--- src/hw/rtl/stt_pkg.sv ---
package stt_pkg;

  // field widths of one table entry
  localparam int unsigned IdW     = 8;
  localparam int unsigned PeriodW = 24;
  localparam int unsigned RemainW = 26;
  localparam int unsigned DeltaW  = 16;

  // result status codes
  localparam logic [1:0] StRegistered = 2'd0;
  localparam logic [1:0] StFull       = 2'd1;
  localparam logic [1:0] StFired      = 2'd2;
  localparam logic [1:0] StNone       = 2'd3;

  // input mode codes
  localparam logic ModeTick     = 1'b0;
  localparam logic ModeRegister = 1'b1;

  // one stored timer
  typedef struct packed {
    logic [IdW-1:0]            id;
    logic                      periodic;
    logic [PeriodW-1:0]        period;
    logic signed [RemainW-1:0] remain;
  } entry_t;

  // controller to datapath
  typedef struct packed {
    logic accept;
    logic reg_commit;
    logic advance;
    logic finish;
  } cmd_t;

  // datapath to controller
  typedef struct packed {
    logic in_valid;
    logic in_mode;
    logic empty;
    logic fire_blocked;
    logic last_entry;
    logic out_free;
  } sts_t;

endpackage

--- src/hw/rtl/stt_ram.sv ---
module stt_ram #(
  parameter int unsigned Width = 8,
  parameter int unsigned Depth = 16
) (
  input  logic                                   clk_i,
  input  logic                                   we_i,
  input  logic [(Depth > 1 ? $clog2(Depth) : 1)-1:0] waddr_i,
  input  logic [Width-1:0]                       wdata_i,
  input  logic                                   re_i,
  input  logic [(Depth > 1 ? $clog2(Depth) : 1)-1:0] raddr_i,
  output logic [Width-1:0]                       rdata_o
);

  logic [Width-1:0] mem_q [Depth];
  logic [Width-1:0] rdata_q;

  // single write port, registered read port
  always_ff @(posedge clk_i) begin
    if (we_i) begin
      mem_q[waddr_i] <= wdata_i;
    end
    if (re_i) begin
      rdata_q <= mem_q[raddr_i];
    end
  end

  assign rdata_o = rdata_q;

endmodule

--- src/hw/rtl/stt_ctrl.sv ---
module stt_ctrl
  import stt_pkg::*;
(
  input  logic clk_i,
  input  logic rst_ni,
  input  sts_t sts_i,
  output cmd_t cmd_o,
  output logic in_ready_o
);

  typedef enum logic [3:0] {
    StIdle = 4'b0001,
    StReg  = 4'b0010,
    StEval = 4'b0100,
    StFin  = 4'b1000
  } state_e;

  state_e state_q, state_d;

  // next state and commands
  always_comb begin
    state_d    = state_q;
    cmd_o      = '0;
    in_ready_o = 1'b0;
    unique case (state_q)
      StIdle: begin
        in_ready_o = 1'b1;
        if (sts_i.in_valid) begin
          cmd_o.accept = 1'b1;
          if (sts_i.in_mode == ModeRegister) begin
            state_d = StReg;
          end else if (sts_i.empty) begin
            state_d = StFin;
          end else begin
            state_d = StEval;
          end
        end
      end
      StReg: begin
        if (sts_i.out_free) begin
          cmd_o.reg_commit = 1'b1;
          state_d          = StIdle;
        end
      end
      StEval: begin
        if (!sts_i.fire_blocked) begin
          cmd_o.advance = 1'b1;
          if (sts_i.last_entry) begin
            state_d = StFin;
          end
        end
      end
      StFin: begin
        if (sts_i.out_free) begin
          cmd_o.finish = 1'b1;
          state_d      = StIdle;
        end
      end
      default: begin
        state_d = StIdle;
      end
    endcase
  end

  // state register
  always_ff @(posedge clk_i or negedge rst_ni) begin
    if (!rst_ni) begin
      state_q <= StIdle;
    end else begin
      state_q <= state_d;
    end
  end

endmodule

--- src/hw/rtl/stt_datapath.sv ---
module stt_datapath
  import stt_pkg::*;
#(
  parameter int unsigned MaxTimers = 16
) (
  input  logic        clk_i,
  input  logic        rst_ni,
  // request side
  input  logic        in_valid_i,
  input  logic [55:0] in_data_i,
  input  logic        in_mode_i,
  // result side
  output logic        out_valid_o,
  input  logic        out_ready_i,
  output logic [23:0] out_data_o,
  output logic [1:0]  out_status_o,
  output logic        out_last_o,
  // controller link
  input  cmd_t        cmd_i,
  output sts_t        sts_o
);

  localparam int unsigned IdxW = (MaxTimers > 1) ? $clog2(MaxTimers) : 1;
  localparam int unsigned CntW = $clog2(MaxTimers + 1);

  // latched request fields
  logic [DeltaW-1:0]  delta_q;
  logic [IdW-1:0]     id_q;
  logic               periodic_q;
  logic [PeriodW-1:0] period_q;

  // walk state
  logic [CntW-1:0] count_q, count_d;
  logic [CntW-1:0] rd_q, rd_d;
  logic [CntW-1:0] wr_q, wr_d;
  logic            pend_valid_q, pend_valid_d;
  logic [IdW-1:0]  pend_id_q, pend_id_d;

  // output register
  logic              out_valid_q;
  logic [IdW-1:0]    out_id_q;
  logic [DeltaW-1:0] out_delta_q;
  logic [1:0]        out_status_q;
  logic              out_last_q;

  // ram signals
  logic            ram_we;
  logic [IdxW-1:0] ram_waddr;
  entry_t          ram_wdata;
  logic            ram_re;
  logic [IdxW-1:0] ram_raddr;
  entry_t          ram_rdata;

  // entry update
  logic signed [RemainW:0]   diff;
  logic signed [RemainW-1:0] rem_sat;
  logic signed [RemainW-1:0] rem_new;
  logic                      fire;
  logic                      keep;
  logic                      last_entry;
  logic                      out_free;
  logic                      full;

  // push into output register
  logic              push;
  logic [IdW-1:0]    push_id;
  logic [DeltaW-1:0] push_delta;
  logic [1:0]        push_status;
  logic              push_last;

  stt_ram #(
    .Width ($bits(entry_t)),
    .Depth (MaxTimers)
  ) u_ram (
    .clk_i   (clk_i),
    .we_i    (ram_we),
    .waddr_i (ram_waddr),
    .wdata_i (ram_wdata),
    .re_i    (ram_re),
    .raddr_i (ram_raddr),
    .rdata_o (ram_rdata)
  );

  assign out_free   = !out_valid_q || out_ready_i;
  assign full       = (count_q == CntW'(MaxTimers));
  assign last_entry = ((rd_q + CntW'(1)) == count_q);

  // subtract delta with saturation, then reload or drop
  always_comb begin
    diff = {ram_rdata.remain[RemainW-1], ram_rdata.remain}
         - $signed({{(RemainW + 1 - DeltaW){1'b0}}, delta_q});
    if (diff[RemainW] && !diff[RemainW-1]) begin
      rem_sat = {1'b1, {(RemainW - 1){1'b0}}};
    end else begin
      rem_sat = diff[RemainW-1:0];
    end
    fire    = rem_sat[RemainW-1];
    keep    = !fire || ram_rdata.periodic;
    rem_new = fire ? rem_sat + $signed({{(RemainW - PeriodW){1'b0}}, ram_rdata.period})
                   : rem_sat;
  end

  // table read and write
  always_comb begin
    ram_re    = 1'b0;
    ram_raddr = '0;
    ram_we    = 1'b0;
    ram_waddr = wr_q[IdxW-1:0];
    ram_wdata = ram_rdata;
    ram_wdata.remain = rem_new;
    if (cmd_i.accept && (in_mode_i == ModeTick)) begin
      ram_re = 1'b1;
    end else if (cmd_i.advance && !last_entry) begin
      ram_re    = 1'b1;
      ram_raddr = rd_d[IdxW-1:0];
    end
    if (cmd_i.advance) begin
      ram_we = keep;
    end else if (cmd_i.reg_commit) begin
      ram_we    = !full;
      ram_waddr = count_q[IdxW-1:0];
      ram_wdata = '{id:       id_q,
                    periodic: periodic_q,
                    period:   period_q,
                    remain:   $signed({{(RemainW - PeriodW){1'b0}}, period_q})};
    end
  end

  // walk counters and pending fired timer
  always_comb begin
    count_d      = count_q;
    rd_d         = rd_q + CntW'(1);
    wr_d         = wr_q;
    pend_valid_d = pend_valid_q;
    pend_id_d    = pend_id_q;
    push         = 1'b0;
    push_id      = '0;
    push_delta   = '0;
    push_status  = StNone;
    push_last    = 1'b1;
    if (cmd_i.accept) begin
      rd_d         = '0;
      wr_d         = '0;
      pend_valid_d = 1'b0;
    end else if (cmd_i.advance) begin
      if (keep) begin
        wr_d = wr_q + CntW'(1);
      end
      if (fire) begin
        pend_valid_d = 1'b1;
        pend_id_d    = ram_rdata.id;
        if (pend_valid_q) begin
          push        = 1'b1;
          push_id     = pend_id_q;
          push_delta  = delta_q;
          push_status = StFired;
          push_last   = 1'b0;
        end
      end
    end else if (cmd_i.reg_commit) begin
      push        = 1'b1;
      push_status = full ? StFull : StRegistered;
      if (!full) begin
        count_d = count_q + CntW'(1);
      end
    end else if (cmd_i.finish) begin
      push    = 1'b1;
      count_d = wr_q;
      if (pend_valid_q) begin
        push_id     = pend_id_q;
        push_delta  = delta_q;
        push_status = StFired;
      end
    end
    if (!cmd_i.accept && !cmd_i.advance) begin
      rd_d = rd_q;
    end
  end

  // control registers
  always_ff @(posedge clk_i or negedge rst_ni) begin
    if (!rst_ni) begin
      count_q      <= '0;
      rd_q         <= '0;
      wr_q         <= '0;
      pend_valid_q <= 1'b0;
      out_valid_q  <= 1'b0;
    end else begin
      count_q      <= count_d;
      rd_q         <= rd_d;
      wr_q         <= wr_d;
      pend_valid_q <= pend_valid_d;
      out_valid_q  <= push || (out_valid_q && !out_ready_i);
    end
  end

  // payload registers
  always_ff @(posedge clk_i) begin
    pend_id_q <= pend_id_d;
    if (cmd_i.accept) begin
      delta_q    <= in_data_i[15:0];
      id_q       <= in_data_i[23:16];
      periodic_q <= in_data_i[24];
      period_q   <= in_data_i[48:25];
    end
    if (push) begin
      out_id_q     <= push_id;
      out_delta_q  <= push_delta;
      out_status_q <= push_status;
      out_last_q   <= push_last;
    end
  end

  // status to controller
  assign sts_o = '{in_valid:     in_valid_i,
                   in_mode:      in_mode_i,
                   empty:        (count_q == '0),
                   fire_blocked: fire && pend_valid_q && !out_free,
                   last_entry:   last_entry,
                   out_free:     out_free};

  assign out_valid_o  = out_valid_q;
  assign out_data_o   = {out_delta_q, out_id_q};
  assign out_status_o = out_status_q;
  assign out_last_o   = out_last_q;

endmodule

--- src/hw/rtl/software_timer_table.sv ---
// register request: committed in state StReg, result held in the output register
// tick request: walks the live entries one at a time through the single read port of
// the table ram, pausing while a fired result cannot be queued, then a final result
// throughput: one request at a time, next request taken once the last result is queued
// reset: asynchronous active low, clears the live count and control state; table
// contents are undefined until written and need no clearing pass
module software_timer_table
  import stt_pkg::*;
#(
  parameter int unsigned MAX_TIMERS = 16
) (
  input  logic        clk_i,
  input  logic        rst_ni,
  // request stream
  input  logic        s_axis_tvalid,
  output logic        s_axis_tready,
  input  logic [55:0] s_axis_tdata,  // delta_ms[15:0], event_id[23:16], periodic[24],
                                     // period_ms[48:25], zero fill
  input  logic        s_axis_tuser,  // mode[0]
  // result stream
  output logic        m_axis_tvalid,
  input  logic        m_axis_tready,
  output logic [23:0] m_axis_tdata,  // fired_id[7:0], fired_delta[23:8]
  output logic [1:0]  m_axis_tuser,  // status[1:0]
  output logic        m_axis_tlast   // last
);

  cmd_t cmd;
  sts_t sts;

  // sequencer
  stt_ctrl u_ctrl (
    .clk_i      (clk_i),
    .rst_ni     (rst_ni),
    .sts_i      (sts),
    .cmd_o      (cmd),
    .in_ready_o (s_axis_tready)
  );

  // table, walk counters and output register
  stt_datapath #(
    .MaxTimers (MAX_TIMERS)
  ) u_datapath (
    .clk_i        (clk_i),
    .rst_ni       (rst_ni),
    .in_valid_i   (s_axis_tvalid),
    .in_data_i    (s_axis_tdata),
    .in_mode_i    (s_axis_tuser),
    .out_valid_o  (m_axis_tvalid),
    .out_ready_i  (m_axis_tready),
    .out_data_o   (m_axis_tdata),
    .out_status_o (m_axis_tuser),
    .out_last_o   (m_axis_tlast),
    .cmd_i        (cmd),
    .sts_o        (sts)
  );

endmodule

--- config.mk ---
export PLATFORM = sky130hd
export DESIGN_NAME = software_timer_table
export DESIGN_NICKNAME = d
export VERILOG_FILES = /design/src/hw/rtl/stt_pkg.sv /design/src/hw/rtl/stt_ram.sv /design/src/hw/rtl/stt_ctrl.sv /design/src/hw/rtl/stt_datapath.sv /design/src/hw/rtl/software_timer_table.sv
export SDC_FILE = /design/constraint.sdc
export NUM_CORES = 1
export LEC_CHECK = 0
export BUFFER_PORTS_ARGS = -buffer_cell sky130_fd_sc_hd__buf_2
export CORE_MARGIN = 4
export CORE_UTILIZATION = 50
export DETAILED_ROUTE_END_ITERATION = 8
export GPL_ROUTABILITY_DRIVEN = 0
export PLACE_DENSITY = 0.72
export SLEW_MARGIN = 10
export SYNTH_ARGS = -nofsm -noshare
export SYNTH_HDL_FRONTEND = slang
export SYNTH_HIERARCHICAL = 1
export SYNTH_SLANG_ARGS = --single-unit
--- constraint.sdc ---
create_clock -name clk_i -period 16.96 [get_ports clk_i]
set_input_delay 1.696 -clock clk_i [delete_from_list [all_inputs] [get_ports clk_i]]
set_output_delay 1.696 -clock clk_i [all_outputs]
set_load 0.02 [all_outputs]
==> impl_metrics.json <==
{
  "post_cts_buffers": 0,
  "r2r_cells": 21,
  "synth.distinct_cells": 80,
  "rrSetupSlack_ns": 9.67,
  "post-place-ws_ns": 9.81,
  "leakage_nw": 15.8,
  "ant_nets": 0,
  "holdBufCountCts": 0,
  "finalNonFillerCells": 3684,
  "synthArstFlopShare": 0.0190,
  "first_iter_violations": 2919,
  "htree_levels": 3,
  "crit_path_cell_trace": "inv_1 -> ha_1 -> inv_1 -> fa_1 -> a21o_1 -> a311o_1 -> a31oi_4 -> a21o_1 -> nand4_1 -> nand2_1 -> nand2_1 -> nor2_1 -> nor2b_1 -> buf_4 -> nor2b_4 -> nand2_1 -> o21ai_0 -> nand2b_1 -> nor2_4 -> buf_4 -> buf_4",
  "finalWorstSetupSlack_ns": 9.67,
  "dieArea_um2": 93500,
  "cp_top_family": "simple AND/OR/NAND/NOR gates",
  "post-route-min-period_ns": 7.29,
  "grt_pass1_wl_um": 154000,
  "critPathBufInv": 5,
  "cts_tree": "built",
  "grt_max_degree": 168,
  "outcome": "finished clean",
  "drv_cap": 0,
  "yosys_warnings": 6,
  "irDropWorstVdd_mv": 0.0933,
  "gr-total-overflow": 0,
  "totalWireLength_um": 104000,
  "num_io_pins": 90,
  "dpl-instance-area_um2": 46200,
  "maxSlewHeadroom": 0.185,
  "seq_area_frac_synth": 0.748,
  "critPathCaptureType": "flop",
  "synthFlopType": "edfxtp_1",
  "rows": 108,
  "critPathCapture": "u_datapath/u_ram/mem_q[9][19]",
  "pwr_density_cell_nw_per_um2": 154,
  "drt-pass1-iter-count": 5,
  "nFillCells": 6322,
  "startpoint_type": "flop",
  "placed_cells": 3494,
  "clkLatencyLatePin_ns": 0.67,
  "hold_slack_ns": 0.452,
  "syn_nets": 2431,
  "fin_skew_ns": 0.0376,
  "vias": 23100,
  "synth_edf_count": 1087,
  "antenna_found_initial": 1,
  "setup-tns-final_ns": 0,
  "post-route-period-util": 0.430,
  "die_x_um": 306,
  "n_antenna_cell": 0,
  "clk_path_buf_depth": 3,
  "hold_violations": 0,
  "synth.avg_cell_area_um2": 19.1,
  "cp.required_ns": 17.24,
  "hpwl_um": 55400,
  "grtUsageMet1": 0.315,
  "cp.arrival_ns": 7.57,
  "worstMarginPinSlew_ns": 1.22,
  "r2r_end": "u_datapath/u_ram/mem_q[9][19]",
  "worstSetupStartpoint": "u_datapath/u_ram/rdata_o[0]",
  "clk_pin_slew_ns": 0.06,
  "die_h_um": 306,
  "nNetsFinal": 2554,
  "setup_viol": 0,
  "top_usage_layer": "met2",
  "initial_utilization": 0.507,
  "drive_gt1_frac": 0.223,
  "wl_per_cell_um": 28.2,
  "area_delta_synth_final_pct": 11.5,
  "critical_path.max_fanout": 30,
  "r2r_start": "u_datapath/u_ram/rdata_o[0]",
  "cts_resized": 0,
  "ys_ff_latch": 1108,
  "grt.met2_usage": 0.359,
  "viasPerCell": 6.28,
  "grt_use_total": 0.222,
  "cp.depth": 21,
  "power_mw": 7.62,
  "grt_pass1_vias": 23400,
  "rsz0062_at_grt": "false",
  "final_area_um2": 49400,
  "cts-root-buf": "clkbuf_16",
  "core_area_um2": 87400,
  "cts_inserted_buffers": 106,
  "grt_use_met3": 0.0376,
  "maxSlewViolCount": 0,
  "portBuffers": 82,
  "worst_hold_path_type": "reg -> reg",
  "final_util": 0.565,
  "cpPeakStageDelay_ns": 0.75,
  "crit_slowest_cell": "nor2b_4",
  "drcViolationCount": 0,
  "syn_inst": 2324,
  "syn_area_um2": 44300,
  "path_class": "reg -> reg",
  "fmax_ghz": 0.137,
  "numClockSinks": 1108
}
cells by family after synthesis:
family                   synth area share
AO/OA/AOI/OAI                      0.0465
XOR/XNOR                           0.0113
adder cells (fa/ha/maj)            0.0133
buffers and inverters              0.0153
flip-flops                          0.748
multiplexers                        0.122
AND/OR/NAND/NOR                    0.0435
how the worst min path moves through the flow:
stage                                            start                      end  slack (ns)  cells past startpoint
final                     u_datapath/u_ram/rdata_o[53]  u_datapath/pend_id_q[2]        0.45                      0
after floorplan           u_datapath/u_ram/rdata_o[51]  u_datapath/pend_id_q[0]        0.43                      0
after global routing      u_datapath/u_ram/rdata_o[54]  u_datapath/pend_id_q[3]        0.46                      0
after global placement    u_datapath/u_ram/rdata_o[53]  u_datapath/pend_id_q[2]        0.44                      0
after detailed placement  u_datapath/u_ram/rdata_o[57]  u_datapath/pend_id_q[6]        0.43                      0
after CTS                 u_datapath/u_ram/rdata_o[54]  u_datapath/pend_id_q[3]        0.45                      0
cells in the mapped netlist, types with 20 or more instances:
cell / n / area share
o21ai_0: 26 / 0.0029
a22oi_1: 118 / 0.020
mux4_2: 236 / 0.12
buf_2: 38 / 0.0043
clkbuf_1: 64 / 0.0054
edfxtp_1: 1087 / 0.74
nor2_1: 93 / 0.0079
dfrtp_1: 20 / 0.011
xnor2_1: 34 / 0.0067
a21oi_1: 55 / 0.0062
inv_1: 33 / 0.0028
xor2_1: 23 / 0.0045
ha_1: 44 / 0.012
nand2_1: 205 / 0.017
nor3_1: 35 / 0.0040
sequential cells by signal (all words and copies together) (netlist names), 5 cells and up:
register / count
u_datapath/count_q: 5
u_datapath/delta_q: 16
u_datapath/id_q: 8
u_datapath/out_delta_q: 16
u_datapath/out_id_q: 8
u_datapath/pend_id_q: 8
u_datapath/period_q: 24
u_datapath/rd_q: 5
u_datapath/u_ram/mem_q: 944
u_datapath/u_ram/rdata_o: 59
u_datapath/wr_q: 5
final cells by class:
cell class              instances  area, µm²  area share
clock buffers                 144       2850      0.0576
clock inverters                46        339     0.00686
inverters                      34        128     0.00258
multi-input cells            1066      10700       0.216
flip-flops and latches       1108      33200       0.671
well taps                    1155       1450      0.0292
repair buffers                131        816      0.0165
routing by layer:
layer / vias to the layer above / wire (µm)
met5: - / 0
met4: 0 / 3080
met3: 188 / 9370
met2: 1194 / 50200
met1: 12100 / 41400
li1: 9649 / -
placed cells by master, fill, tap and decap left out, types with 18 or more instances in the layout:
| cell | count |
|---|---|
| a22oi_1 | 118 |
| ha_1 | 44 |
| xnor2_1 | 34 |
| nor2_1 | 80 |
| nand2_1 | 205 |
| clkbuf_16 | 108 |
| clkinv_2 | 18 |
| o21ai_0 | 24 |
| buf_2 | 82 |
| xor2_1 | 23 |
| buf_4 | 46 |
| clkbuf_1 | 35 |
| mux4_2 | 236 |
| edfxtp_1 | 1087 |
| dfrtp_1 | 20 |
| inv_1 | 33 |
| a21oi_1 | 55 |
| nor3_1 | 29 |
power breakdown:
part	total, mW	switching [mW]	internal [mW]
clock network	2.20	0.965	1.23
logic	1.67	1.15	0.522
registers	3.76	0.0872	3.67
(Power assumes the default switching activity.)
